<file path="config.mk">
export PLATFORM = sky130hd
export DESIGN_NAME = pcx_opq
export DESIGN_NICKNAME = d
export VERILOG_FILES = /design/src/rtl/pcx_pkg.sv /design/src/rtl/pcx_opq.sv
export SDC_FILE = /design/constraint.sdc
export NUM_CORES = 1
export LEC_CHECK = 0
export BUFFER_PORTS_ARGS = -buffer_cell sky130_fd_sc_hd__buf_2
export CORE_UTILIZATION = 44
export DETAILED_ROUTE_END_ITERATION = 8
export PLACE_DENSITY = 0.72
export SYNTH_ARGS = -nofsm -noshare
export SYNTH_HDL_FRONTEND = slang
export SYNTH_SLANG_ARGS = --single-unit
</file>
<file path="constraint.sdc">
create_clock -name clk_i -period 4.5 [get_ports clk_i]
set_input_delay 0.45 -clock clk_i [delete_from_list [all_inputs] [get_ports clk_i]]
set_output_delay 0.45 -clock clk_i [all_outputs]
set_load 0.005 [all_outputs]
</file>
<file path="src/rtl/pcx_pkg.sv">
// ----------------------------------------------------------------------------
// pcx_pkg
// Shared widths, codes and item types of the PCX run-length palette decoder.
// ----------------------------------------------------------------------------
package pcx_pkg;

  localparam int unsigned IMG_W      = 23;  // pixel count / limit width
  localparam int unsigned POS_W      = 22;  // raster position width
  localparam int unsigned CNT_W      = 6;   // run length width
  localparam int unsigned IDX_W      = 8;   // palette index width
  localparam int unsigned COL_W      = 8;   // one color component
  localparam int unsigned RGB_W      = 3 * COL_W;
  localparam int unsigned PAL_DEPTH  = 256;

  localparam logic [IMG_W-1:0] MAX_PIXELS = 23'd4194304;
  localparam logic [7:0]       RUN_MARK   = 8'hbf;  // bytes above this open a run
  localparam logic [7:0]       RUN_MASK   = 8'h3f;

  // queue depths, powers of two so the pointers wrap on their own
  localparam int unsigned OPQ_DEPTH = 4;
  localparam int unsigned OPQ_AW    = $clog2(OPQ_DEPTH);
  localparam int unsigned OPQ_CW    = $clog2(OPQ_DEPTH + 1);
  localparam int unsigned OUTQ_DEPTH = 4;
  localparam int unsigned OUTQ_AW    = $clog2(OUTQ_DEPTH);
  localparam int unsigned OUTQ_CW    = $clog2(OUTQ_DEPTH + 1);

  typedef enum logic {
    REQ_PAL  = 1'b0,
    REQ_DATA = 1'b1
  } req_e;

  typedef enum logic {
    OP_PAL = 1'b0,
    OP_PIX = 1'b1
  } op_kind_e;

  // one operation handed from front to back
  typedef struct packed {
    op_kind_e         kind;
    logic [IDX_W-1:0] idx;
    logic [RGB_W-1:0] rgb;
    logic [CNT_W-1:0] cnt;   // pixels to emit, never zero for OP_PIX
    logic             done;  // job ends the image
  } op_t;

  typedef struct packed {
    logic [COL_W-1:0] red;
    logic [COL_W-1:0] green;
    logic [COL_W-1:0] blue;
    logic [POS_W-1:0] pos;
    logic             last;
    logic             done;
  } pix_t;

endpackage

</file>
<file path="src/rtl/pcx_opq.sv">
// ----------------------------------------------------------------------------
// pcx_opq
// Short operation queue between the front and the back end.
// ----------------------------------------------------------------------------
module pcx_opq import pcx_pkg::*; (
  input  logic clk_i,
  input  logic rst_ni,
  input  logic push_i,
  input  op_t  op_i,
  output logic full_o,
  input  logic pop_i,
  output op_t  op_o,
  output logic empty_o
);

  op_t               buf_q [OPQ_DEPTH];
  logic [OPQ_AW-1:0] wr_q, rd_q;
  logic [OPQ_CW-1:0] cnt_q;
  logic              do_push, do_pop;

  assign full_o  = (cnt_q == OPQ_CW'(OPQ_DEPTH));
  assign empty_o = (cnt_q == '0);
  assign do_push = push_i & ~full_o;
  assign do_pop  = pop_i & ~empty_o;
  assign op_o    = buf_q[rd_q];

  always_ff @(posedge clk_i) begin
    if (do_push) begin
      buf_q[wr_q] <= op_i;
    end
  end

  always_ff @(posedge clk_i or negedge rst_ni) begin
    if (!rst_ni) begin
      wr_q  <= '0;
      rd_q  <= '0;
      cnt_q <= '0;
    end else begin
      if (do_push) begin
        wr_q <= wr_q + OPQ_AW'(1);
      end
      if (do_pop) begin
        rd_q <= rd_q + OPQ_AW'(1);
      end
      if (do_push && !do_pop) begin
        cnt_q <= cnt_q + OPQ_CW'(1);
      end else if (do_pop && !do_push) begin
        cnt_q <= cnt_q - OPQ_CW'(1);
      end
    end
  end

endmodule

</file>
### Word level (Yosys, flattened, before mapping)

Memories as Yosys holds them, arrays and structs flattened.
Cells that the tools add are included.

* flip-flop bits (word level): 7
* word-level logic and storage cells: 23
* input bits: 44
* memory bits (writable): 160
* output and inout bits: 42
* memories: 1

Memories
* buf_q: depth 4, bits a word 40, rd ports 1, clocked after Yosys merged registers in 0, wr ports 1, RTL line pcx_opq.sv:16 `op_t buf_q [OPQ_DEPTH];`

* bitwise operators: 4
* equality and inequality tests: 1
* mux-type cells: 4
* add/subtract/negate cells: 4
* reductions and logical operators: 6

Operator list (number)
* 3-bit 2-to-1 mux: 2
* 2-bit by 1-bit adder with 2-bit output, second input constant: 2
* 3-bit by 1-bit adder with 3-bit output, second input constant: 1
* 3-bit equality test, second input constant: 1
* 3-bit logical NOT: 1
* 3-bit by 1-bit subtractor with 3-bit output, second input constant: 1
* 1-bit bitwise AND: 2
* 1-bit logical AND: 2
* 1-bit logical NOT: 2
* 1-bit 2-to-1 mux: 2
* 1-bit NOT: 2
* 2-bit nonzero test: 1

### Longest topological paths before layout

* depth in word-level cells: 7
* mapped depth: 9
* depth with buffers taken out: 8

### Worst setup path after synthesis

OpenSTA, ideal clock, no wires.

* kind: register -> register
* from: reg cnt_q[2]
* to: mem buf_q[0][0] in the netlist's numbering (enable)
* path slack: 2.313 ns
* buffers on the path: 1
* arrival time: 1.786 ns
* setup time: 0.401 ns
* clock period less this slack: 2.187 ns
* stages on the path, launching flop included: 5
* path through: dfrtp_1 -> nor3b_2 -> nor2b_1 -> buf_6 -> and2_1

* word-level cells in the longest chain between the ends: 5

RTL lines
* from (decl): RTL line pcx_opq.sv:18 `logic [OPQ_CW-1:0] cnt_q;`
* from (signal assigned): RTL line pcx_opq.sv:46 `cnt_q <= cnt_q + OPQ_CW'(1);`
* from (signal assigned): RTL line pcx_opq.sv:48 `cnt_q <= cnt_q - OPQ_CW'(1);`
* 3-bit equality test: RTL line pcx_opq.sv:21 `assign full_o = (cnt_q == OPQ_CW'(OPQ_DEPTH));`
* net full_o: RTL line pcx_opq.sv:10 `output logic full_o,`
* 1-bit NOT: RTL line pcx_opq.sv:23 `assign do_push = push_i & ~full_o;`
* 1-bit bitwise AND: RTL line pcx_opq.sv:23
* net do_push: RTL line pcx_opq.sv:19 `logic do_push, do_pop;`
* 1-bit 2-to-1 mux: RTL line pcx_opq.sv:28 `if (do_push) begin`
* 1-bit 2-to-1 mux (implied by the code): RTL line pcx_opq.sv:29 `buf_q[wr_q] <= op_i;`
* to (decl): RTL line pcx_opq.sv:16

The timed path passes the listed nets, and every way through them passes these cells.

==> flow_metrics.tcl <==
set metrics [dict create \
    synth_area_leaders "sky130_fd_sc_hd__edfxtp_1 77%, sky130_fd_sc_hd__mux4_2 14%, sky130_fd_sc_hd__dfrtp_1 2.8%" \
    routed_wire_length_per_instance_um 19.5 \
    grt_start_max_net_pins 43 \
    cts.htree.levels 4 \
    synth_enable_flop_cells 160 \
    netlist_area_um2 6250 \
    seqPwrFrac_pct 48.2 \
    final_design_area_no_fill_um2 7390 \
    busiest_layer "met2" \
    antenna_violations_before_repair 1 \
    hold_class "primary input to flop" \
    hold_viol_final 0 \
    switchingPower_w 0.00133 \
    tritoncts "done" \
    most_frequently_used_cell_type_in_the_post_synthesis_netlist "sky130_fd_sc_hd__edfxtp_1" \
    globalRouteTotalUtil_pct 15.7 \
    port-buffer-count 85 \
    clock_latency_ns 0.42 \
    ctsLongestPathBuffers 2 \
    clkSinkCount 167 \
    yosys.area_share.adder_pct 1.32 \
    route.antenna.remaining_nets 0 \
    post_drt_via_cell_ratio 5.06 \
    core_um2 13900 \
    design.final.nets 390 \
    numCtsBuffers 17 \
    setup_repair_after_global_routing_missed_its_margin "no" \
    cp_cell_sequence "mux4_2, buf_2" \
    synthSimpleGateAreaFrac_pct 1.00 \
    max-cap-violations 0 \
    use_met2_pct 25.1 \
    share_of_synthesized_area_spent_on_multiplexers_pct 14.9 \
    static-leakage-power_nw 2.56 \
    grt_use_met1_pct 19.9 \
    grt_pass1_wl_mm 16.2 \
    timing.fmax_ghz 0.377 \
    avgSynthCellArea_um2 25.4 \
    synth_to_layout_area_growth_pct 18.2 \
    path_clk_slew_ns 0.07 \
    run_status "complete, no violations" \
    synth_top_cell_area_share_pct 76.8 \
    detail_route.iter0.violations 213 \
    post-dp-hpwl_mm 6.25 \
    floorplan.initialDensity_pct 45.1 \
    post_synth_num_cell_types 22 \
    finalSetupViolCount 0 \
    worst_setup_path_start_kind "flop" \
    yosysWarnings 0 \
    placed_cells 500 \
    share_comb_of_total_power_pct 22.4 \
    switching_share_pct 27.4 \
    p_int_w 0.00352 \
    num_rows 43 \
    syn_inst 246 \
    powerDensity_nw_per_um2 656 \
    crit_path_top_delay_cell "sky130_fd_sc_hd__dfrtp_4" \
    final-max-slew-violation-count 0 \
    cts.repair.resized 0 \
    synth_seq_cells 167 \
    period_share_pct 58.9 \
    worst_clock_skew_ns 0.00818 \
    gr-usage-met3_pct 4.75 \
    period_needed_ns 2.65 \
    post_synth_xor_area_fraction_pct 0.840 \
    syn-num-nets 296 \
    dr.pass1.iters 4 \
    ys_dominant_reg_cell "sky130_fd_sc_hd__edfxtp_1" \
    wp_data_arrival_ns 2.20 \
    die_area_um2 14700 \
    cts.repair_timing.setup_buffer_count 0 \
    combinational_family_with_the_most_area_after_synthesis "multiplexers" \
    timing.setup.tns_ns 0 \
    yosys.area.top_type "sky130_fd_sc_hd__edfxtp_1" \
    floorplan.die.width_um 121 \
    cts-hold-fix-buffers 1 \
    grt_pass1_vias 2904 \
    drive_above_1_share_pct 46.5 \
    critical_path_required_ns 4.05 \
    route.vias.total 2695 \
    utilization_pct 53.2 \
    num_antenna_cells 0 \
    maximum_ir_drop_on_the_vdd_rail_mv 0.491 \
    element_type_at_the_critical_path_end "primary output" \
    synth_sequential_area_ratio_pct 79.6 \
    synth_compound_gate_area_share_pct 0 \
    grt_remaining_overflow 0 \
    layout.filler_cells 1098 \
    final_estimated_routing_congestion_in_global_placement 0.682 \
    critical_path.max_stage_delay_ns 0.96 \
    remaining_drc_errors 0 \
    relSlewSlack_pct 28.9 \
    worstMarginPinSlew_ns 1.07 \
    ys_top_cells_by_count "160 x sky130_fd_sc_hd__edfxtp_1, 38 x sky130_fd_sc_hd__mux4_2, 7 x sky130_fd_sc_hd__dfrtp_1" \
    clock_tree.root_cell "sky130_fd_sc_hd__clkbuf_16" \
    fin_cells 533 \
    die_height_um 121 \
    finalWirelength_mm 10.4 \
    floorplan.io_pins 86 \
    fin_hold_ws_ns 0.241 \
    synthArstFlopShare_pct 4.19 \
    dpl-instance-area_um2 6790 \
    setup.worst_path.class "flop to primary output" \
    critical_path_fanout_max 42 \
    clock_power_share_pct 29.5 \
]
## cell families (layout without fill, tap and decap cells)
| kind of cell | count (synthesis) | count (layout) |
|---|---|---|
| multiplexers | 42 | 42 |
| XOR/XNOR | 6 | 6 |
| flip-flops | 167 | 167 |
| buffers and inverters | 15 | 122 |
| adder cells (fa/ha/maj) | 6 | 6 |
| AND/OR/NAND/NOR | 10 | 10 |
## cells in the final DEF, fill, tap and decap left out, types with 2 or more instances in the layout
cell,netlist,routed
sky130_fd_sc_hd__dfrtp_1,7,5
sky130_fd_sc_hd__mux4_1,2,2
sky130_fd_sc_hd__ha_1,5,5
sky130_fd_sc_hd__and2_2,0,4
sky130_fd_sc_hd__buf_2,4,85
sky130_fd_sc_hd__xnor2_1,4,4
sky130_fd_sc_hd__mux4_2,38,38
sky130_fd_sc_hd__bufinv_16,0,2
sky130_fd_sc_hd__clkbuf_16,0,17
sky130_fd_sc_hd__inv_1,4,4
sky130_fd_sc_hd__inv_6,0,6
sky130_fd_sc_hd__xor2_1,2,2
sky130_fd_sc_hd__edfxtp_1,160,160
sky130_fd_sc_hd__clkinv_4,0,4
sky130_fd_sc_hd__clkinvlp_4,0,2
## power by group through the flow
stage / combinational (W) / sequential, W / clock (W)
after floorplan: 0.000934 / 0.00216 / 0
after global placement: 0.00110 / 0.00236 / 0
after detailed placement: 0.00111 / 0.00239 / 0
after CTS: 0.00112 / 0.00236 / 0.00145
after global routing: 0.00119 / 0.00239 / 0.00151
final: 0.00108 / 0.00234 / 0.00143
## sequential cells by signal, indices dropped and copies added, names as in the netlist
| signal | cells |
|---|---|
| rd_q | 2 |
| buf_q | 160 |
| cnt_q | 3 |
| wr_q | 2 |
## per-stage QoR
stage / setup WS, ns / power (W)
5_1_grt: 1.67 / 0.00510
4_1_cts: 1.77 / 0.00493
3_3_place_gp: 2.20 / 0.00346
2_1_floorplan: 2.31 / 0.00309
6_report: 1.85 / 0.00485
3_5_place_dp: 2.12 / 0.00350
## routing by layer
metal  routed length [µm]  vias up
li1                     -     1224
met5                   15        -
met4                  155        2
met3                  521       17
met1                 4370     1379
met2                 5330       73
## layout make-up
cell class | instances | area [µm²] | share of cell area, %
clock buffers | 17 | 425 | 5.76
clock inverters | 15 | 168 | 2.27
inverters | 4 | 15.0 | 0.203
multi-input cells | 64 | 1140 | 15.4
flip-flops and latches | 167 | 4980 | 67.4
well taps | 180 | 225 | 3.05
repair buffers | 86 | 435 | 5.89
## path summary, 6_finish.rpt
check                         start            to  slack [ns]  depth (start not counted)
min in group asynchronous    rst_ni      cnt_q[0]        0.39                          2
max                         rd_q[0]      op_o[15]        1.85                          2
min                        op_i[24]  buf_q[1][24]        0.24                          1
max reg2reg                cnt_q[2]  buf_q[0][29]        2.15                          3
min reg2reg                cnt_q[2]      cnt_q[2]        0.48                          1
max in group asynchronous    rst_ni       rd_q[0]        3.93                          2
## critical path, delay by kind of cell, from the launching register on
kind | cells | cell delay [ns]
buffers and inverters | 1 | 0.16
DFF | 1 | 0.96
muxes | 1 | 0.65
Note: power is estimated with default switching activity, not from simulation.
