### config.mk
export PLATFORM = sky130hd
export DESIGN_NAME = pcx_front
export DESIGN_NICKNAME = d
export VERILOG_FILES = /design/src/rtl/pcx_pkg.sv /design/src/rtl/pcx_front.sv
export SDC_FILE = /design/constraint.sdc
export NUM_CORES = 1
export LEC_CHECK = 0
export BUFFER_PORTS_ARGS = -buffer_cell sky130_fd_sc_hd__buf_2
export CAP_MARGIN = 15
export CORE_MARGIN = 5
export CORE_UTILIZATION = 45
export CTS_CLUSTER_SIZE = 8
export DETAILED_ROUTE_END_ITERATION = 10
export PLACE_DENSITY = 0.8
export SYNTH_ARGS = -nofsm -noshare
export SYNTH_HDL_FRONTEND = slang
export SYNTH_SLANG_ARGS = --single-unit
### constraint.sdc
create_clock -name clk_i -period 3.9 [get_ports clk_i]
set_input_delay 0.78 -clock clk_i [delete_from_list [all_inputs] [get_ports clk_i]]
set_output_delay 0.78 -clock clk_i [all_outputs]
set_load 0.05 [all_outputs]
### src/rtl/pcx_pkg.sv
// ----------------------------------------------------------------------------
// pcx_pkg
// Shared widths, codes and item types of the PCX run-length palette decoder.
// ----------------------------------------------------------------------------
package pcx_pkg;

  localparam int unsigned IMG_W      = 23;  // pixel count / limit width
  localparam int unsigned POS_W      = 22;  // raster position width
  localparam int unsigned CNT_W      = 6;   // run length width
  localparam int unsigned IDX_W      = 8;   // palette index width
  localparam int unsigned COL_W      = 8;   // one color component
  localparam int unsigned RGB_W      = 3 * COL_W;
  localparam int unsigned PAL_DEPTH  = 256;

  localparam logic [IMG_W-1:0] MAX_PIXELS = 23'd4194304;
  localparam logic [7:0]       RUN_MARK   = 8'hbf;  // bytes above this open a run
  localparam logic [7:0]       RUN_MASK   = 8'h3f;

  // queue depths, powers of two so the pointers wrap on their own
  localparam int unsigned OPQ_DEPTH = 4;
  localparam int unsigned OPQ_AW    = $clog2(OPQ_DEPTH);
  localparam int unsigned OPQ_CW    = $clog2(OPQ_DEPTH + 1);
  localparam int unsigned OUTQ_DEPTH = 4;
  localparam int unsigned OUTQ_AW    = $clog2(OUTQ_DEPTH);
  localparam int unsigned OUTQ_CW    = $clog2(OUTQ_DEPTH + 1);

  typedef enum logic {
    REQ_PAL  = 1'b0,
    REQ_DATA = 1'b1
  } req_e;

  typedef enum logic {
    OP_PAL = 1'b0,
    OP_PIX = 1'b1
  } op_kind_e;

  // one operation handed from front to back
  typedef struct packed {
    op_kind_e         kind;
    logic [IDX_W-1:0] idx;
    logic [RGB_W-1:0] rgb;
    logic [CNT_W-1:0] cnt;   // pixels to emit, never zero for OP_PIX
    logic             done;  // job ends the image
  } op_t;

  typedef struct packed {
    logic [COL_W-1:0] red;
    logic [COL_W-1:0] green;
    logic [COL_W-1:0] blue;
    logic [POS_W-1:0] pos;
    logic             last;
    logic             done;
  } pix_t;

endpackage

### src/rtl/pcx_front.sv
// ----------------------------------------------------------------------------
// pcx_front
// Accepts input items, tracks run headers and the pixel budget; palette items
// become palette writes, pixel bytes in budget pixel jobs for the back end.
// ----------------------------------------------------------------------------
module pcx_front import pcx_pkg::*; (
  input  logic             clk_i,
  input  logic             rst_ni,
  input  logic             push,
  output logic             full,
  input  logic             req_type_i,
  input  logic [IDX_W-1:0] pal_index_i,
  input  logic [COL_W-1:0] pal_red_i,
  input  logic [COL_W-1:0] pal_green_i,
  input  logic [COL_W-1:0] pal_blue_i,
  input  logic [7:0]       data_byte_i,
  input  logic             cfg_valid_i,
  output logic             cfg_ready_o,
  input  logic [IMG_W-1:0] cfg_data_i,
  input  logic             opq_full_i,
  output logic             opq_push_o,
  output op_t              opq_op_o
);

  logic [IMG_W-1:0] lim_q, lim_d;
  logic [IMG_W-1:0] sched_q, sched_d;
  logic [IMG_W-1:0] remaining_q, remaining_d;
  logic             recalc_q, recalc_d;
  logic             pend_q, pend_d;
  logic [CNT_W-1:0] rcnt_q, rcnt_d;
  logic [CNT_W-1:0] n_run;
  logic [CNT_W-1:0] job_n;
  logic             accept;

  assign cfg_ready_o = 1'b1;
  assign full        = opq_full_i | recalc_q;
  assign accept      = push & ~full;

  // cut a pending run at the pixels still left in the image
  assign n_run = (remaining_q < IMG_W'(rcnt_q)) ? remaining_q[CNT_W-1:0] : rcnt_q;

  always_comb begin
    lim_d       = lim_q;
    sched_d     = sched_q;
    remaining_d = remaining_q;
    recalc_d    = 1'b0;
    pend_d      = pend_q;
    rcnt_d      = rcnt_q;
    job_n       = '0;
    opq_push_o  = 1'b0;
    opq_op_o    = '0;

    if (recalc_q) begin
      remaining_d = (lim_q > sched_q) ? (lim_q - sched_q) : '0;
    end

    if (accept) begin
      if (req_type_i == REQ_PAL) begin
        opq_push_o    = 1'b1;
        opq_op_o.kind = OP_PAL;
        opq_op_o.idx  = pal_index_i;
        opq_op_o.rgb  = {pal_red_i, pal_green_i, pal_blue_i};
      end else if (remaining_q != '0) begin
        if (pend_q) begin
          pend_d = 1'b0;
          rcnt_d = '0;
          job_n  = n_run;
        end else if (data_byte_i > RUN_MARK) begin
          pend_d = 1'b1;
          rcnt_d = CNT_W'(data_byte_i & RUN_MASK);
        end else begin
          job_n = CNT_W'(1);
        end
        if (job_n != '0) begin
          opq_push_o    = 1'b1;
          opq_op_o.kind = OP_PIX;
          opq_op_o.idx  = data_byte_i;
          opq_op_o.cnt  = job_n;
          opq_op_o.done = (remaining_q == IMG_W'(job_n));
          remaining_d   = remaining_q - IMG_W'(job_n);
          sched_d       = sched_q + IMG_W'(job_n);
        end
      end
    end

    // new limit; budget is worked out again in the next cycle
    if (cfg_valid_i) begin
      lim_d    = (cfg_data_i > MAX_PIXELS) ? MAX_PIXELS : cfg_data_i;
      recalc_d = 1'b1;
    end
  end

  always_ff @(posedge clk_i or negedge rst_ni) begin
    if (!rst_ni) begin
      lim_q       <= '0;
      sched_q     <= '0;
      remaining_q <= '0;
      recalc_q    <= 1'b0;
      pend_q      <= 1'b0;
      rcnt_q      <= '0;
    end else begin
      lim_q       <= lim_d;
      sched_q     <= sched_d;
      remaining_q <= remaining_d;
      recalc_q    <= recalc_d;
      pend_q      <= pend_d;
      rcnt_q      <= rcnt_d;
    end
  end

endmodule

# Word-level counts from Yosys, hierarchy flattened
# Index checks and enable logic that the tools add are counted.
[totals]
reg_bits = 77
latch_bits = 0
ramBits = 0
mem_bits_ro = 0
out_inout_bits = 43
elab_cells = 53
n_memories = 0
[classes]
addsub = 3
n_mul = 0
n_div = 0
order_cmp = 4
eq_ne = 1
n_shift = 0
mux = 30
n_bitwise = 3
reduce_logical = 6
[op_table]
columns = ["operator", "n"]
rows = [
  ["23-bit 2-to-1 mux", 7],
  ["6-bit 2-to-1 mux", 7],
  ["40-bit 2-to-1 mux", 1],
  ["9-bit 2-to-1 mux", 3],
  ["24-bit 2-to-1 mux", 1],
  ["23-bit by 6-bit adder with 23-bit output", 1],
  ["23-bit by 6-bit equality test with 1-bit output", 1],
  ["23-bit > comparator", 1],
  ["23-bit > comparator, second input constant", 1],
  ["23-bit by 6-bit < comparator with 1-bit output", 1],
  ["23-bit nonzero test", 1],
  ["23-bit subtractor", 1],
  ["23-bit by 6-bit subtractor with 23-bit output", 1],
  ["7-bit 2-to-1 mux", 3],
  ["8-bit > comparator, second input constant", 1],
  ["1-bit 2-to-1 mux", 8],
  ["4-bit AND reduction", 2],
  ["6-bit nonzero test", 1],
  ["3-bit AND reduction", 1],
  ["2-bit nonzero test", 1],
  ["1-bit bitwise AND", 1],
  ["1-bit inverter", 1],
  ["1-bit OR", 1],
]

# Logic depth before layout (Yosys ltp)
[depth]
word_depth = 11
depth_mapped = 19
depth_no_buf = 19

# Worst setup path before layout
# No wires, ideal clock.
[synth_timing]
path_kind = "flip-flop to flip-flop"
startpoint = "reg remaining_q[19]"
endpoint = "reg remaining_q[18]"
t_arrival_ps = 3828
t_required_ps = 3774
setup_slack_ps = -54
stages_incl_launch_ff = 16
cell_sequence = "dfrtp_1 -> or4_4 -> nor4_4 -> and4_1 -> nand2_2 -> mux2_2 -> nand2_1 -> fa_1 -> a21o_1 -> a21oi_1 -> o21bai_1 -> a211oi_1 -> nand3_1 -> nor2_1 -> mux2i_1 -> a221o_1"
[synth_via]
elab_chain_len = 11
[synth_lines]
columns = ["element", "line", "rtl"]
rows = [
  ["start, declared", "pcx_front.sv:27", "logic [IMG_W-1:0] remaining_q, remaining_d;"],
  ["start signal, assigned", "pcx_front.sv:104", "remaining_q <= remaining_d;"],
  ["23-bit by 6-bit < comparator with 1-bit output", "pcx_front.sv:40", "assign n_run = (remaining_q < IMG_W'(rcnt_q)) ? remaining_q[CNT_W-1:0] : rcnt_q;"],
  ["6-bit 2-to-1 mux", "pcx_front.sv:40", ""],
  ["6-bit 2-to-1 mux", "pcx_front.sv:64", "if (pend_q) begin"],
  ["6-bit 2-to-1 mux", "pcx_front.sv:63", "end else if (remaining_q != '0) begin"],
  ["6-bit 2-to-1 mux", "pcx_front.sv:58", "if (req_type_i == REQ_PAL) begin"],
  ["6-bit 2-to-1 mux", "pcx_front.sv:57", "if (accept) begin"],
  ["23-bit by 6-bit subtractor with 23-bit output / 6-bit nonzero test (equally long branches)", "pcx_front.sv:80, pcx_front.sv:74", ""],
  ["23-bit 2-to-1 mux", "pcx_front.sv:74", "if (job_n != '0) begin"],
  ["23-bit 2-to-1 mux (*)", "pcx_front.sv:63", ""],
  ["23-bit 2-to-1 mux (*)", "pcx_front.sv:58", ""],
  ["23-bit 2-to-1 mux (*)", "pcx_front.sv:57", ""],
  ["via remaining_d[18]", "pcx_front.sv:27", ""],
]
# Mark *: on every way through the listed nets, which the timed path passes. The rest lies on a longest branch. The select of a mux whose other input is x is not followed.
# A chain may end at the register's enable or synchronous reset.

# Worst setup path in the final report
[layout_timing]
startpoint = "reg remaining_q[14]"
endpoint = "reg remaining_q[16]"
# The elaborated chain is that of the path after synthesis.

==> out/qor.yml <==
die_h_um: 124.0
root_buffer: "clkbuf_16"
synthFlopType: "dfrtp_1"
synth_top_area_share_pct: 32.96
power.switching_uw: 3352
nets: 971
p_leak_uw: 0.003811
grt_pass1_vias: 5574
ir_worst_vdd_v: 0.0004951
port_buffers: 110
m1WireLength_um: 7334
initial_core_util_pct: 46.13
ant_nets: 0
period_minus_slack_ns: 4.112
postCtsHoldBufs: 0
antenna_found_initial: 0
synthCells: 698
p_comb_share_pct: 73.8
max-cap-violations: 0
setup.worst_path.start_class: "register"
power_density_nw_per_um2: 998.9
total_power_uw: 7727
synth_seq_area_share_pct: 32.96
drive_gt1_share_pct: 30.21
worstHoldPathType: "reg2reg"
dr.pass1.iters: 5
area_delta_synth_final_pct: 32.32
wl_met3_um: 1350
finalCritPeriodShare_pct: 105.4
setup_viol: 23
rsz0062_at_grt: "true"
drv_slew: 0
met2WireLength_um: 8091
arrival_ns: 4.35
grt_overflow: 0
num_rows: 41
core_sq_um: 12670
worst_setup_path_end_kind: "register"
first_iter_violations: 370
final_core_utilization_pct: 61.04
grt_pass1_wl_um: 26320
ys_types: 63
vias_per_cell: 5.547
top_layer_used: "met4"
worstPathMaxFanout: 4
slew_headroom_pct: 32.21
outcome: "complete, but fails checks"
yosysMostFrequentCell: "dfrtp_1"
p_int_uw: 4374
p_seq_share_pct: 14.6
final_hold_viol_count: 0
hold_slack_ns: 0.5268
cp.required_ns: 4.14
path_clk_slew_ns: 0.06
yosysTopAreaCell: "dfrtp_1"
dp.cells: 995
n_fill_cell: 1063
syn-num-nets: 810
worstSetupPathType: "reg2reg"
ys_top_cells_by_area: "dfrtp_1 (33%), ha_1 (8.6%), xnor2_1 (5.5%)"
netlist_area_sq_um: 5846
violations: "negative setup slack"
grt_usage_pct: 21.91
synthArstFlopShare_pct: 100.0
drc: 0
ios: 112
synth_seq_cells: 77
setup_ws_ns: -0.2119
cts_max_level: 3
synth_edf_count: 0
clk_path_buf_depth: 2
n_antenna_cell: 0
wl_per_cell_um: 16.62
synth_common_cells: "dfrtp_1 (77), inv_1 (74), nand2_1 (71), o21ai_0 (49), nor2_1 (45)"
hpwl_um: 12330
die_area_sq_um: 15370
cts.sinks: 77
layout.cells.non_filler: 1036
wirelength_um: 17220
max_freq_ghz: 0.2432
grt_max_degree: 78
timing_worst_slew_pin_value_ns: 1.017
cts_made_buffers: 9
worstSkewPairLatency_ns: 0.36
skew_ns: 0.008335
fp.dieW_um: 124.0
place_congestion: 0.8985
yosys_warnings: 0
p_sw_share_pct: 43.39
cts_tree: "done"
vias: 5747
avgSynthCellArea_sq_um: 8.375
clockPowerShare_pct: 11.6
[layer usage]
layer / vias to the layer above / global-route usage [%]
met1: 2683 / 26.89
li1: 2800 / -
met5: - / 0
met2: 227 / 37.95
met3: 37 / 5.495
met4: 0 / 6.639
[final timing paths]
check                                      from  slack (ns)               to  cells past startpoint
max in group asynchronous                rst_ni        2.64   remaining_q[0]                      1
worst min register to register       sched_q[1]        0.53       sched_q[1]                      2
min in group asynchronous                rst_ni        0.56  remaining_q[19]                      1
worst max register to register  remaining_q[14]       -0.21  remaining_q[16]                     18
worst min-delay path                 sched_q[1]        0.53       sched_q[1]                      2
worst max-delay path            remaining_q[14]       -0.21  remaining_q[16]                     18
[metrics by stage]
step                      setup TNS [ns]  setup WS [ns]  cell area (sq um)
after global routing              -5.768        -0.3091               7735
after CTS                        -0.6661        -0.1743               7353
after detailed placement         -0.4903        -0.1381               6812
after floorplan                 -0.01454       -0.01454               5851
final                             -2.382        -0.2119               7735
after global placement           -0.1572       -0.05906               6812
[power groups by stage]
| stage | clock (uW) | combinational, uW | sequential, uW |
|---|---|---|---|
| final | 894 | 5700 | 1130 |
| after global routing | 933 | 6090 | 1150 |
| after CTS | 911 | 4400 | 1120 |
| after detailed placement | 0 | 3900 | 1120 |
| after global placement | 0 | 3810 | 1110 |
| after floorplan | 0 | 2600 | 1090 |
[repair_timing]
item | in CTS | in global routing
pin swaps | 15 | 28
setup buffers | 5 | 20
resized for setup | 44 | 58
gates cloned | 0 | 1
endpoints found under the setup margin | 20 | 40
[cells in the final DEF, fill, tap and decap left out, types with 6 or more instances in the layout]
master and instances:
a21o_1 14, a22o_1 13, nand3_1 13, nor2_1 40, nor4_1 8, or2_2 8, dfrtp_1 77, and2_1 27
nand2_1 64, clkbuf_16 9, o311ai_0 6, inv_1 73, xor2_1 7, a21oi_1 29, buf_4 55, ha_4 6
o21ai_0 47, nand4_1 10, ha_1 34, nor3_1 15, buf_2 98, xnor2_1 37, buf_6 19, nand2b_1 7
a221oi_1 6
[critical path, cell delays in order (launching register included)]
cell	delay (ns)
dfrtp_1	0.38
or4_4	0.56
nor4_4	0.27
and4_4	0.30
nand2_4	0.07
buf_6	0.14
mux2_2	0.27
nand2_2	0.10
ha_4	0.22
buf_4	0.14
a21o_1	0.20
a21oi_2	0.18
o21bai_2	0.11
a211oi_2	0.33
nand3_2	0.20
buf_6	0.16
nand2_2	0.06
a21oi_2	0.04
a221o_1	0.27
[flip-flops by register name, summed over array words and instances, names as in the netlist]
name and count:
pend_q 1, sched_q 23, recalc_q 1, lim_q 23
rcnt_q 6, remaining_q 23
[kinds of logic after synthesis]
kind of cell    after synthesis  synth area share, %
mux                          12                2.205
fa+ha+maj                    43                9.589
simple gates                250                21.98
buf+inv                     100                6.592
flops                        77                32.96
compound gates              171                20.01
other cells                   1              0.06415
xor+xnor                     44                6.592
[layout make-up]
type	instances	area (sq um)	area share (%)
multi-input cells	521	3844	49.69
repair buffers	173	1137	14.70
inverters	76	290.3	3.753
well taps	172	215.2	2.782
clock buffers	10	239.0	3.090
clock inverters	6	76.32	0.9867
flip-flops and latches	77	1927	24.91
repair inverters	1	6.256	0.08088
Note: power is estimated with default switching activity, not from simulation.
